<file path="src/rtl/core/dnle_pkg.sv">
`default_nettype none
// ----------------------------------------------------------------------------
// dnle_pkg
// Shared types and constants of the DNS name label encoder.
// ----------------------------------------------------------------------------
package dnle_pkg;

    localparam logic [7:0] DOT_CHAR    = 8'h2E;
    localparam int         QUEUE_DEPTH = 4;
    localparam int         QUEUE_AW    = 2;

    typedef struct packed {
        logic [7:0] ch;
        logic       is_char;
        logic       is_dot;
        logic       is_end;
    } cmd_t;

endpackage
`default_nettype wire

</file>
<file path="src/rtl/core/dnle_in_if.sv">
`default_nettype none
// ----------------------------------------------------------------------------
// dnle_in_if
// Character channel of the encoder: one name character per transaction.
// ----------------------------------------------------------------------------
interface dnle_in_if;
    logic       valid;
    logic       ready;
    logic [7:0] ch;
    logic       has_char;
    logic       name_end;

    modport source (output valid, output ch, output has_char, output name_end, input ready);
    modport sink   (input valid, input ch, input has_char, input name_end, output ready);
endinterface
`default_nettype wire

</file>
<file path="src/rtl/core/dnle_out_if.sv">
`default_nettype none
// ----------------------------------------------------------------------------
// dnle_out_if
// Byte channel of the encoder: one wire-format byte per transaction.
// ----------------------------------------------------------------------------
interface dnle_out_if;
    logic       valid;
    logic       ready;
    logic [7:0] out_byte;
    logic       run_last;
    logic       name_done;
    logic       overflow;

    modport source (output valid, output out_byte, output run_last, output name_done,
                    output overflow, input ready);
    modport sink   (input valid, input out_byte, input run_last, input name_done,
                    input overflow, output ready);
endinterface
`default_nettype wire

</file>
<file path="src/rtl/core/dnle_front.sv">
`default_nettype none
// ----------------------------------------------------------------------------
// dnle_front
// Accepts character transactions and classifies them into commands.
// ----------------------------------------------------------------------------
module dnle_front (
    dnle_in_if.sink          in_ch,
    input  wire logic        full,
    output logic             push,
    output dnle_pkg::cmd_t   push_cmd
);

    logic is_dot_char;

    assign is_dot_char      = (in_ch.ch == dnle_pkg::DOT_CHAR);
    assign in_ch.ready      = !full;

    assign push_cmd.ch      = in_ch.ch;
    assign push_cmd.is_char = in_ch.has_char && !is_dot_char;
    assign push_cmd.is_dot  = in_ch.has_char && is_dot_char;
    assign push_cmd.is_end  = in_ch.name_end;

    // idle transactions change nothing and are dropped here
    assign push = in_ch.valid && !full && (in_ch.has_char || in_ch.name_end);

endmodule
`default_nettype wire

</file>
<file path="src/rtl/core/dnle_queue.sv">
`default_nettype none
// ----------------------------------------------------------------------------
// dnle_queue
// Short command queue between the front and the back.
// ----------------------------------------------------------------------------
module dnle_queue (
    input  wire logic            clk,
    input  wire logic            rst_n,
    input  wire logic            push,
    input  wire dnle_pkg::cmd_t  push_cmd,
    output logic                 full,
    input  wire logic            pop,
    output dnle_pkg::cmd_t       head,
    output logic                 empty
);

    localparam int CW = dnle_pkg::QUEUE_AW + 1;

    dnle_pkg::cmd_t                  slot_reg [dnle_pkg::QUEUE_DEPTH];
    logic [dnle_pkg::QUEUE_AW-1:0]   wr_ptr_reg, wr_ptr_next;
    logic [dnle_pkg::QUEUE_AW-1:0]   rd_ptr_reg, rd_ptr_next;
    logic [CW-1:0]                   fill_reg, fill_next;
    logic                            do_push, do_pop;

    assign full    = (fill_reg == CW'(dnle_pkg::QUEUE_DEPTH));
    assign empty   = (fill_reg == '0);
    assign head    = slot_reg[rd_ptr_reg];
    assign do_push = push && !full;
    assign do_pop  = pop && !empty;

    always_comb
    begin
        wr_ptr_next = do_push ? wr_ptr_reg + 1'b1 : wr_ptr_reg;
        rd_ptr_next = do_pop  ? rd_ptr_reg + 1'b1 : rd_ptr_reg;
        fill_next   = fill_reg + CW'(do_push) - CW'(do_pop);
    end

    always_ff @(posedge clk or negedge rst_n)
    begin
        if (!rst_n)
        begin
            wr_ptr_reg <= '0;
            rd_ptr_reg <= '0;
            fill_reg   <= '0;
        end
        else
        begin
            wr_ptr_reg <= wr_ptr_next;
            rd_ptr_reg <= rd_ptr_next;
            fill_reg   <= fill_next;
        end
    end

    always_ff @(posedge clk)
    begin
        if (do_push)
        begin
            slot_reg[wr_ptr_reg] <= push_cmd;
        end
    end

endmodule
`default_nettype wire

</file>
<file path="src/rtl/core/dnle_back.sv">
`default_nettype none
// ----------------------------------------------------------------------------
// dnle_back
// Executes commands: buffers label characters, emits length, label bytes and
// the terminating zero through an output register.
// ----------------------------------------------------------------------------
module dnle_back #(
    parameter int LABEL_MAX = 62
) (
    input  wire logic            clk,
    input  wire logic            rst_n,
    input  wire dnle_pkg::cmd_t  head,
    input  wire logic            empty,
    output logic                 pop,
    dnle_out_if.source           out_ch
);

    localparam int CNT_W  = $clog2(LABEL_MAX + 1);
    localparam int ADDR_W = (LABEL_MAX > 1) ? $clog2(LABEL_MAX) : 1;

    typedef enum logic [3:0] {
        S_IDLE = 4'b0001,
        S_LEN  = 4'b0010,
        S_DATA = 4'b0100,
        S_ZERO = 4'b1000
    } state_t;

    state_t             state_reg, state_next;
    logic [CNT_W-1:0]   count_reg, count_next;
    logic [CNT_W-1:0]   len_reg, len_next;
    logic [ADDR_W-1:0]  idx_reg, idx_next;
    logic               ovf_reg, ovf_next;
    logic               end_pend_reg, end_pend_next;

    logic               out_valid_reg, out_valid_next;
    logic [7:0]         out_byte_reg, out_byte_next;
    logic               run_last_reg, run_last_next;
    logic               name_done_reg, name_done_next;
    logic               overflow_reg, overflow_next;

    logic [7:0]         label_mem [LABEL_MAX];
    logic [7:0]         rd_data_reg;
    logic               wr_en, rd_en;
    logic [ADDR_W-1:0]  rd_addr;

    logic               free;
    logic               store_ok;
    logic [CNT_W-1:0]   count_eff;
    logic [CNT_W-1:0]   idx_plus;
    logic               last_data;

    assign free      = !out_valid_reg || out_ch.ready;
    assign pop       = (state_reg == S_IDLE) && !empty;
    assign store_ok  = head.is_char && (count_reg < CNT_W'(LABEL_MAX));
    assign wr_en     = pop && store_ok;
    assign count_eff = store_ok ? count_reg + 1'b1 : count_reg;
    assign idx_plus  = CNT_W'(idx_reg) + 1'b1;
    assign last_data = (idx_plus == len_reg);
    assign rd_addr   = (state_reg == S_LEN) ? '0 : idx_plus[ADDR_W-1:0];

    assign out_ch.valid     = out_valid_reg;
    assign out_ch.out_byte  = out_byte_reg;
    assign out_ch.run_last  = run_last_reg;
    assign out_ch.name_done = name_done_reg;
    assign out_ch.overflow  = overflow_reg;

    always_comb
    begin
        state_next     = state_reg;
        count_next     = count_reg;
        len_next       = len_reg;
        idx_next       = idx_reg;
        ovf_next       = ovf_reg;
        end_pend_next  = end_pend_reg;
        out_valid_next = out_ch.ready ? 1'b0 : out_valid_reg;
        out_byte_next  = out_byte_reg;
        run_last_next  = run_last_reg;
        name_done_next = name_done_reg;
        overflow_next  = overflow_reg;
        rd_en          = 1'b0;

        unique case (state_reg)
            S_IDLE:
            begin
                if (pop)
                begin
                    if (head.is_char && !store_ok)
                    begin
                        ovf_next = 1'b1;
                    end
                    if ((head.is_dot || head.is_end) && (count_eff != '0))
                    begin
                        len_next      = count_eff;
                        count_next    = '0;
                        end_pend_next = head.is_end;
                        state_next    = S_LEN;
                    end
                    else if (head.is_end)
                    begin
                        count_next = '0;
                        state_next = S_ZERO;
                    end
                    else
                    begin
                        count_next = count_eff;
                    end
                end
            end
            S_LEN:
            begin
                if (free)
                begin
                    out_valid_next = 1'b1;
                    out_byte_next  = 8'(len_reg);
                    run_last_next  = 1'b0;
                    name_done_next = 1'b0;
                    overflow_next  = ovf_reg;
                    rd_en          = 1'b1;
                    idx_next       = '0;
                    state_next     = S_DATA;
                end
            end
            S_DATA:
            begin
                if (free)
                begin
                    out_valid_next = 1'b1;
                    out_byte_next  = rd_data_reg;
                    run_last_next  = last_data && !end_pend_reg;
                    name_done_next = 1'b0;
                    overflow_next  = ovf_reg;
                    if (last_data)
                    begin
                        state_next = end_pend_reg ? S_ZERO : S_IDLE;
                    end
                    else
                    begin
                        rd_en    = 1'b1;
                        idx_next = idx_plus[ADDR_W-1:0];
                    end
                end
            end
            S_ZERO:
            begin
                if (free)
                begin
                    out_valid_next = 1'b1;
                    out_byte_next  = 8'h00;
                    run_last_next  = 1'b1;
                    name_done_next = 1'b1;
                    overflow_next  = ovf_reg;
                    ovf_next       = 1'b0;
                    end_pend_next  = 1'b0;
                    state_next     = S_IDLE;
                end
            end
            default:
            begin
                state_next = S_IDLE;
            end
        endcase
    end

    always_ff @(posedge clk or negedge rst_n)
    begin
        if (!rst_n)
        begin
            state_reg     <= S_IDLE;
            count_reg     <= '0;
            ovf_reg       <= 1'b0;
            end_pend_reg  <= 1'b0;
            out_valid_reg <= 1'b0;
        end
        else
        begin
            state_reg     <= state_next;
            count_reg     <= count_next;
            ovf_reg       <= ovf_next;
            end_pend_reg  <= end_pend_next;
            out_valid_reg <= out_valid_next;
        end
    end

    always_ff @(posedge clk)
    begin
        len_reg       <= len_next;
        idx_reg       <= idx_next;
        out_byte_reg  <= out_byte_next;
        run_last_reg  <= run_last_next;
        name_done_reg <= name_done_next;
        overflow_reg  <= overflow_next;
    end

    always_ff @(posedge clk)
    begin
        if (wr_en)
        begin
            label_mem[count_reg[ADDR_W-1:0]] <= head.ch;
        end
        if (rd_en)
        begin
            rd_data_reg <= label_mem[rd_addr];
        end
    end

    a_done_is_last: assert property (@(posedge clk) disable iff (!rst_n)
        out_valid_reg && name_done_reg |-> run_last_reg && (out_byte_reg == 8'h00))
        else $error("zero byte without run_last");

    a_count_bound: assert property (@(posedge clk) disable iff (!rst_n)
        count_reg <= CNT_W'(LABEL_MAX))
        else $error("label count beyond limit");

    a_idx_in_label: assert property (@(posedge clk) disable iff (!rst_n)
        (state_reg == S_DATA) |-> (CNT_W'(idx_reg) < len_reg))
        else $error("label index past label length");

    a_flush_clears: assert property (@(posedge clk) disable iff (!rst_n)
        (state_reg == S_LEN) |-> (count_reg == '0) && (len_reg != '0))
        else $error("flush entered with bad counters");

    a_done_resets_ovf: assert property (@(posedge clk) disable iff (!rst_n)
        (state_reg == S_ZERO) && free |=> !ovf_reg)
        else $error("overflow flag survived end of name");

endmodule
`default_nettype wire

</file>
<file path="src/rtl/core/dns_name_label_encoder_core.sv">
`default_nettype none
// ----------------------------------------------------------------------------
// dns_name_label_encoder_core
// Dotted domain name to DNS wire form encoder, one character in, one byte out.
// ----------------------------------------------------------------------------
//  channel  dir  transaction      payload
//  in_ch    in   one character    ch, has_char, name_end
//  out_ch   out  one wire byte    out_byte, run_last, name_done, overflow
//
//  A label character is buffered in the back end; a dot or end flushes the label
//  as its length byte and label bytes, and an end then adds the zero byte.
//  The front accepts while the 4-entry command queue has room.
//  Output bytes leave through an output register; out_ch stalls hold the back.
//  rst_n clears queue, label counter and overflow flag; label store is not cleared.
// ----------------------------------------------------------------------------
module dns_name_label_encoder_core #(
    parameter int LABEL_MAX = 62
) (
    input  wire logic    clk,
    input  wire logic    rst_n,
    dnle_in_if.sink      in_ch,
    dnle_out_if.source   out_ch
);

    logic            push, full, pop, empty;
    dnle_pkg::cmd_t  push_cmd, head;

    dnle_front u_front (
        .in_ch    (in_ch),
        .full     (full),
        .push     (push),
        .push_cmd (push_cmd)
    );

    dnle_queue u_queue (
        .clk      (clk),
        .rst_n    (rst_n),
        .push     (push),
        .push_cmd (push_cmd),
        .full     (full),
        .pop      (pop),
        .head     (head),
        .empty    (empty)
    );

    dnle_back #(
        .LABEL_MAX (LABEL_MAX)
    ) u_back (
        .clk    (clk),
        .rst_n  (rst_n),
        .head   (head),
        .empty  (empty),
        .pop    (pop),
        .out_ch (out_ch)
    );

endmodule
`default_nettype wire
</file>
<file path="src/flat_wrapper.sv">
// flat-port wrapper written by rule: the top's interface ports become plain ports
module dns_name_label_encoder_core_flat 
#(
    parameter int LABEL_MAX = 62
)
  (clk, rst_n, in_ch_valid, in_ch_ch, in_ch_has_char, in_ch_name_end, in_ch_ready, out_ch_valid, out_ch_out_byte, out_ch_run_last, out_ch_name_done, out_ch_overflow, out_ch_ready);
  dnle_in_if in_ch_i ();
  dnle_out_if out_ch_i ();
  input  wire logic clk;
  input  wire logic rst_n;
  input wire logic [$bits(in_ch_i.valid)-1:0] in_ch_valid;
  input wire logic [$bits(in_ch_i.ch)-1:0] in_ch_ch;
  input wire logic [$bits(in_ch_i.has_char)-1:0] in_ch_has_char;
  input wire logic [$bits(in_ch_i.name_end)-1:0] in_ch_name_end;
  output wire logic [$bits(in_ch_i.ready)-1:0] in_ch_ready;
  output wire logic [$bits(out_ch_i.valid)-1:0] out_ch_valid;
  output wire logic [$bits(out_ch_i.out_byte)-1:0] out_ch_out_byte;
  output wire logic [$bits(out_ch_i.run_last)-1:0] out_ch_run_last;
  output wire logic [$bits(out_ch_i.name_done)-1:0] out_ch_name_done;
  output wire logic [$bits(out_ch_i.overflow)-1:0] out_ch_overflow;
  input wire logic [$bits(out_ch_i.ready)-1:0] out_ch_ready;
  assign in_ch_i.valid = in_ch_valid;
  assign in_ch_i.ch = in_ch_ch;
  assign in_ch_i.has_char = in_ch_has_char;
  assign in_ch_i.name_end = in_ch_name_end;
  assign in_ch_ready = in_ch_i.ready;
  assign out_ch_valid = out_ch_i.valid;
  assign out_ch_out_byte = out_ch_i.out_byte;
  assign out_ch_run_last = out_ch_i.run_last;
  assign out_ch_name_done = out_ch_i.name_done;
  assign out_ch_overflow = out_ch_i.overflow;
  assign out_ch_i.ready = out_ch_ready;
  dns_name_label_encoder_core #(.LABEL_MAX(LABEL_MAX)) u_core (.clk(clk), .rst_n(rst_n), .in_ch(in_ch_i), .out_ch(out_ch_i));
endmodule
</file>
<file path="config.mk">
export PLATFORM = sky130hd
export DESIGN_NAME = dns_name_label_encoder_core_flat
export DESIGN_NICKNAME = d
export VERILOG_FILES = /design/src/rtl/core/dnle_pkg.sv /design/src/rtl/core/dnle_in_if.sv /design/src/rtl/core/dnle_out_if.sv /design/src/rtl/core/dnle_front.sv /design/src/rtl/core/dnle_queue.sv /design/src/rtl/core/dnle_back.sv /design/src/rtl/core/dns_name_label_encoder_core.sv /design/src/flat_wrapper.sv
export SDC_FILE = /design/constraint.sdc
export NUM_CORES = 1
export LEC_CHECK = 0
export BUFFER_PORTS_ARGS = -buffer_cell sky130_fd_sc_hd__buf_2
export CORE_MARGIN = 3
export CORE_UTILIZATION = 34
export DETAILED_ROUTE_END_ITERATION = 8
export GPL_TIMING_DRIVEN = 0
export PLACE_DENSITY = 0.45
export SETUP_SLACK_MARGIN = 0.4
export SLEW_MARGIN = 20
export SYNTH_ARGS = -nofsm -noshare
export SYNTH_HDL_FRONTEND = slang
export SYNTH_HIERARCHICAL = 1
export SYNTH_SLANG_ARGS = --single-unit
export TNS_END_PERCENT = 10
</file>
<file path="constraint.sdc">
create_clock -name clk -period 3.1 [get_ports clk]
set_clock_uncertainty 0.05 [all_clocks]
set_input_delay 0.31 -clock clk [delete_from_list [all_inputs] [get_ports clk]]
set_output_delay 0.31 -clock clk [all_outputs]
set_load 0.02 [all_outputs]
</file>
==> metrics.yaml, run 1 <==
placement:
  dpl-instance-area_um2: 25800
  port_buffers: 26
  gp_congestion: 0.957
  hpwl_um: 51700
  dp_cells: 2558
  pre_cts_ws_ns: -1.33
floorplanning:
  dieHeight_um: 274
  core_area_um2: 70500
  start_util: 0.346
  rows: 97
  die_w_um: 274
  io_pins: 27
  dieArea_um2: 75000
synthesis:
  syn_nets: 1609
  syn_area_per_cell_um2: 15.4
  synth_common_cells: "edfxtp_1 (571), nand2_1 (140), nor2_1 (115)"
  synth_area_leaders: "edfxtp_1 (70%), mux2i_1 (3.5%), mux4_2 (2.5%)"
  synthArstFlopShare: 0.0338
  yosysUniqueCellTypes: 79
  synth_ff_type: "edfxtp_1"
  postSynthCellCount: 1586
  yosysWarnings: 6
  synthesis.area_um2: 24400
  netlist.top_cell.by_area: "edfxtp_1"
  yosysTopAreaCellShare: 0.703
  synth_edf_count: 571
  ys_seq_elements: 591
  ys_seq_area_frac: 0.723
  synth_most_common_cell: "edfxtp_1"
clock_tree:
  clk_pin_slew_ns: 0.06
  htreeDepth: 3
  numCtsBuffers: 67
  clkSinkCount: 591
  cts-root-buf: "clkbuf_16"
  clock_insertion_delay_worst_skew_ns: 0.59
  cts_buffer_depth: 3
  cts_tree: "built"
worst_setup_path:
  crit_type: "reg -> reg"
  cp_top_family: "simple AND/OR/NAND/NOR gates"
  cp_max_fo: 7
  arrival_ns: 3.22
  cp_slowest_cell: "or4b_4"
  crit_buf_inv: 3
  cp_cell_sequence: "buf_6 -> or4b_4 -> buf_12 -> nand2_8 -> buf_12 -> mux2_4 -> o211ai_1 -> nand4_1 -> a32o_2"
  path_common_cell: "buf_12"
  max_stage_delay_ns: 0.53
  cp-start-kind: "flop"
  required_ns: 3.37
  cp-end-kind: "flop"
power_and_ir_drop:
  power_leakage_nw: 10.1
  power_mw: 25.9
  sequentialPowerShare: 0.413
  internal-power_mw: 17.4
  switchingPower_mw: 8.53
  swShare: 0.329
  p_per_area_nw_per_um2: 837
  p_comb_frac: 0.301
  ir_drop_v: 0.000509
  p_clk_frac: 0.286
detailed_routing:
  drc: 0
  ant_nets: 0
  vias: 15221
  wl_per_cell_um: 28.0
  drt_iter0_drc: 1258
  routed_wl_um: 76700
  via_per_inst: 5.55
  dr.pass1.iters: 6
layout:
  nets: 1780
  utilization: 0.439
  layout-drive-gt1-share: 0.320
  design_area_um2: 30900
  areaGrowthSynthToFinish_pct: 26.8
  largest_reg_flops: 496
  nFillCells: 6283
  insertedDiodeCount: 0
  fin_cells: 2744
global_routing:
  grt_util_all_layers: 0.206
  antenna_found_initial: 0
  grt_max_degree: 63
  grt_first_pass_wirelength_um: 110000
  grt_overflow: 0
  grt_pass1_vias: 15242
sta:
  hold_ws_ns: 0.0873
  fmax_mhz: 340
  rsz0062_at_grt: "yes"
  slew_headroom: 0.294
  fin_crit_ns: 2.94
  worst_slack_ns: 0.156
  finalMaxSlewViolations: 0
  worst_pin_slew_ns: 1.06
  final_hold_viol_count: 0
  setup_viol: 0
  finalSetupTns_ns: 0
  fin_crit_sh: 0.950
min_path:
  hold_path.class: "in -> reg"
outcome:
  run_status: "completed"
run:
  drv_cap: 0
layer usage:
layer / global-route usage / routed length [µm]
met2: 0.327 / 35900
met1: 0.286 / 33500
met4: 0.0701 / 2370
met3: 0.0361 / 5010
met5: 0 / 0
power by group through the flow:
stage               Sequential [mW]  Clock [mW]  Combinational [mW]
floorplan                      10.8           0                3.20
global placement               10.9           0                5.74
detailed placement             10.9           0                6.02
CTS                            10.7        7.58                7.34
global route                   10.7        7.89                8.28
finish                         10.7        7.40                7.80
cells by family after synthesis:
kind of cell    count (synthesis)  synth area share
xor+xnor                       19           0.00738
flops                         591             0.723
buf+inv                       119            0.0236
compound gates                304            0.0879
fa+ha+maj                       9           0.00492
mux                           154            0.0792
simple gates                  390            0.0740
final cells by class:
| cell class | instances | area [µm²] | share of cell area |
|---|---|---|---|
| buffer | 103 | 991 | 0.0320 |
| clock buffer | 84 | 1820 | 0.0590 |
| clock inverter | 32 | 204 | 0.00659 |
| inverter | 16 | 67.6 | 0.00218 |
| multi-input combinational | 876 | 8030 | 0.259 |
| sequential | 591 | 17700 | 0.571 |
| tap | 940 | 1180 | 0.0380 |
| timing repair buffer | 102 | 993 | 0.0321 |
layout by cell type (no fill, tap or decap), types with 16 or more instances in the layout:
| cell | instances |
|---|---|
| mux4_2 | 19 |
| mux2i_1 | 81 |
| buf_12 | 25 |
| a31oi_1 | 22 |
| a21oi_1 | 26 |
| nor2_1 | 42 |
| a211oi_1 | 16 |
| buf_2 | 28 |
| buf_6 | 19 |
| nand3_1 | 21 |
| and3_1 | 17 |
| buf_4 | 69 |
| nor2_4 | 69 |
| o211ai_1 | 20 |
| clkbuf_1 | 22 |
| clkbuf_16 | 71 |
| mux2_2 | 41 |
| clkinv_1 | 19 |
| o21ai_0 | 36 |
| edfxtp_1 | 571 |
| nand2_1 | 128 |
path summary, 6_finish.rpt:
kind / startpoint / end / slack [ns] / cells past startpoint
setup / recovery: u_core/u_back/state_reg[2] / u_core/u_back/rd_data_reg[5] / 0.16 / 9
hold reg to reg: u_core/u_back/ovf_reg / u_core/u_back/out_ch.overflow / 0.47 / 0
setup reg to reg: u_core/u_back/state_reg[2] / u_core/u_back/rd_data_reg[5] / 0.16 / 9
min in group asynchronous: rst_n / u_core/u_back/out_ch.valid / 0.16 / 2
max in group asynchronous: rst_n / u_core/u_queue/fill_reg[1] / 2.48 / 2
hold / removal: out_ch_ready / u_core/u_back/out_ch.valid / 0.09 / 3
worst reg2reg max path, cell delays in order, from the launching register on:
cell and delay, ns:
dfrtp_1 0.38, buf_6 0.14, or4b_4 0.53, buf_12 0.18, nand2_8 0.12, buf_12 0.16
mux2_4 0.30, o211ai_1 0.32, nand4_1 0.14, a32o_2 0.35
repair_timing:
| action | in CTS | in global routing |
|---|---|---|
| endpoints found under the setup margin | 530 | 534 |
| buffers inserted | 40 | 18 |
| gates resized for setup | 480 | 75 |
| endpoints found under the hold margin | 56 | 0 |
| hold buffers | 10 | 0 |
| pin swaps | 46 | 43 |
| cloned | 2 | 0 |
No activity file was read; power rests on OpenSTA's default activity.
==> run 2, diff against run 1 <==
--- a/config.mk
+++ b/config.mk
@@ -11,6 +11,7 @@
 export DETAILED_ROUTE_END_ITERATION = 8
 export GPL_TIMING_DRIVEN = 0
 export PLACE_DENSITY = 0.45
+export RECOVER_POWER = 50
 export SETUP_SLACK_MARGIN = 0.4
 export SLEW_MARGIN = 20
 export SYNTH_ARGS = -nofsm -noshare
==> metrics.yaml, run 2 (synthesized netlist as in run 1, its figures left out) <==
outcome:
  run_status: "completed"
power_and_ir_drop:
  power_leakage_nw: 9.92  # -1.4%
  p_per_area_nw_per_um2: 835  # -0.27%
  ir_drop_v: 0.000506  # -0.59%
sta:
  slew_headroom: 0.120  # -0.174
  worst_pin_slew_ns: 1.32  # +0.261 ns
  finalMaxSlewViolations: 0  # unchanged
  fmax_mhz: 339  # -0.18%
  fin_crit_sh: 0.951  # +0.00174
  finalSetupTns_ns: 0  # unchanged
  rsz0062_at_grt: "yes"
  setup_viol: 0  # unchanged
  final_hold_viol_count: 0  # unchanged
  hold_ws_ns: 0.0948  # +0.00744 ns
  fin_crit_ns: 2.95  # +0.00538 ns
clock_tree:
  numCtsBuffers: 67  # unchanged
  clkSinkCount: 591  # unchanged
  cts_buffer_depth: 3  # unchanged
  htreeDepth: 3  # unchanged
  clk_pin_slew_ns: 0.06  # about the same
  clock_insertion_delay_worst_skew_ns: 0.59  # about the same
  cts-root-buf: "clkbuf_16"
  cts_tree: "built"
layout:
  insertedDiodeCount: 0  # unchanged
  fin_cells: 2744  # unchanged
  multi_input_area_um2: 8000  # -0.33%
  design_area_um2: 30800  # -0.55%
  layout-drive-gt1-share: 0.297  # -0.0233
  nFillCells: 6323  # +0.64%
  layout_common_cells: "edfxtp_1 (571), nand2_1 (128), mux2i_1 (81), clkbuf_16 (71), nor2_4 (69)"
  mostFrequentLayoutCell: "edfxtp_1"
  regArea_um2: 17700  # about the same
  areaGrowthSynthToFinish_pct: 26.1
  largest_reg_flops: 496  # unchanged
  nets: 1780  # unchanged
detailed_routing:
  via_per_inst: 5.56  # +0.24%
  dr.pass1.iters: 5  # -1
  drt_iter0_drc: 1284  # +2.1%
  routed_wl_um: 76700  # about the same
  wl_per_cell_um: 28.0  # about the same
  vias: 15257  # +0.24%
  drc: 0  # unchanged
  ant_nets: 0  # unchanged
placement:
  dpl-instance-area_um2: 25800  # unchanged
  hpwl_um: 51700  # unchanged
  port_buffers: 26  # unchanged
  gp_congestion: 0.957  # unchanged
  dp_cells: 2558  # unchanged
floorplanning:
  dieArea_um2: 75000  # unchanged
  rows: 97  # unchanged
  start_util: 0.346  # unchanged
  die_w_um: 274  # unchanged
  io_pins: 27  # unchanged
  dieHeight_um: 274  # unchanged
  core_area_um2: 70500  # unchanged
global_routing:
  grt_first_pass_wirelength_um: 110000  # unchanged
  grt_pass1_vias: 15242  # unchanged
  grt_overflow: 0  # unchanged
  grt_max_degree: 63  # unchanged
  grt_util_all_layers: 0.206  # unchanged
  antenna_found_initial: 0  # unchanged
run:
  drv_cap: 0  # unchanged
min_path:
  hold_path.class: "in -> reg"
worst_setup_path:
  max_stage_delay_ns: 0.62  # +0.09 ns
  cp-end-kind: "flop"
  required_ns: 3.37  # about the same
  cp_cell_sequence: "or4b_4 -> buf_12 -> nand2_8 -> buf_12 -> mux2_4 -> o211ai_1 -> nand4_1 -> a32o_2"
  cp_slowest_cell: "or4b_4"
  crit_buf_inv: 2  # -1
  cp-start-kind: "flop"
  cp_top_family: "simple AND/OR/NAND/NOR gates"
  crit_type: "reg -> reg"
  cp_max_fo: 7  # unchanged
  path_common_cell: "buf_12"
  arrival_ns: 3.22  # about the same
==> run 2: cell count changes in the layout (fill, tap and decap cells not counted), sizes merged <==
| cell | previous run | this run |
|---|---|---|
| clkinvlp | 2 | 3 |
| clkbuf | 124 | 158 |
| buf | 155 | 121 |
| inv | 14 | 13 |
==> run 2: final timing paths <==
check                                            from                            end  slack [ns]  cells after the start
max in group asynchronous                       rst_n   u_core/u_queue/rd_ptr_reg[0]        1.77                      2
min in group asynchronous                       rst_n     u_core/u_back/count_reg[4]        0.44                      2
max                        u_core/u_back/state_reg[0]   u_core/u_back/rd_data_reg[5]        0.15                      8
min                                    in_ch_has_char  u_core/u_queue/slot_reg[0][1]        0.09                      3
min reg2reg                     u_core/u_back/ovf_reg  u_core/u_back/out_ch.overflow        0.48                      0
max reg2reg                u_core/u_back/state_reg[0]   u_core/u_back/rd_data_reg[5]        0.15                      8
==> run 2: power by group <==
group	internal (mW)	switching (mW)	total, mW
logic	2.40	5.19	7.59
registers	10.5	0.208	10.7
clock network	4.31	3.08	7.40
total	17.2	8.48	25.7
==> run 2: per-layer routing <==
| layer | global-route usage | vias to the layer above | part of all wire |
|---|---|---|---|
| met5 | 0 | - | 0 |
| met4 | 0.0701 | 0 | 0.030 |
| met3 | 0.0361 | 128 | 0.069 |
| met2 | 0.327 | 551 | 0.47 |
| met1 | 0.286 | 7959 | 0.43 |
| li1 | - | 6619 | - |
==> run 2: cell type report <==
| class | instances | share of cell area |
|---|---|---|
| Multi-Input combinational cell | 876 | 0.260 |
| Clock inverter | 32 | 0.00663 |
| Tap cell | 940 | 0.0382 |
| Sequential cell | 591 | 0.574 |
| Inverter | 16 | 0.00216 |
| Timing Repair Buffer | 102 | 0.0298 |
| Buffer | 103 | 0.0302 |
| Clock buffer | 84 | 0.0593 |
==> run 2: worst register-to-register path: cells and delay by family, from the launching register on <==
family | cells | cell delay [ns]
buffers and inverters | 2 | 0.34
multiplexers | 1 | 0.30
AND/OR/NAND/NOR | 3 | 0.89
AO/OA/AOI/OAI | 2 | 0.66
flip-flops | 1 | 0.44
==> run 2: what timing repair did <==
action / 4_1_cts / 5_1_grt
hold buffers: 10 / 0
gates cloned: 2 / 0
setup endpoints to repair: 530 / 534
pin swaps: 46 / 43
setup buffers: 40 / 18
resized for setup: 480 / 75
endpoints found under the hold margin: 56 / 0
==> run 2: through the flow <==
step | worst slack, ns | utilization | power [mW]
6_report | 0.151 | 0.436 | 25.7
3_5_place_dp | -1.33 | 0.367 | 16.9
5_1_grt | 0.0809 | 0.436 | 26.7
2_1_floorplan | 0.440 | - | 14.0
4_1_cts | 0.241 | 0.432 | 25.6
3_3_place_gp | -1.55 | 0.365 | 16.7
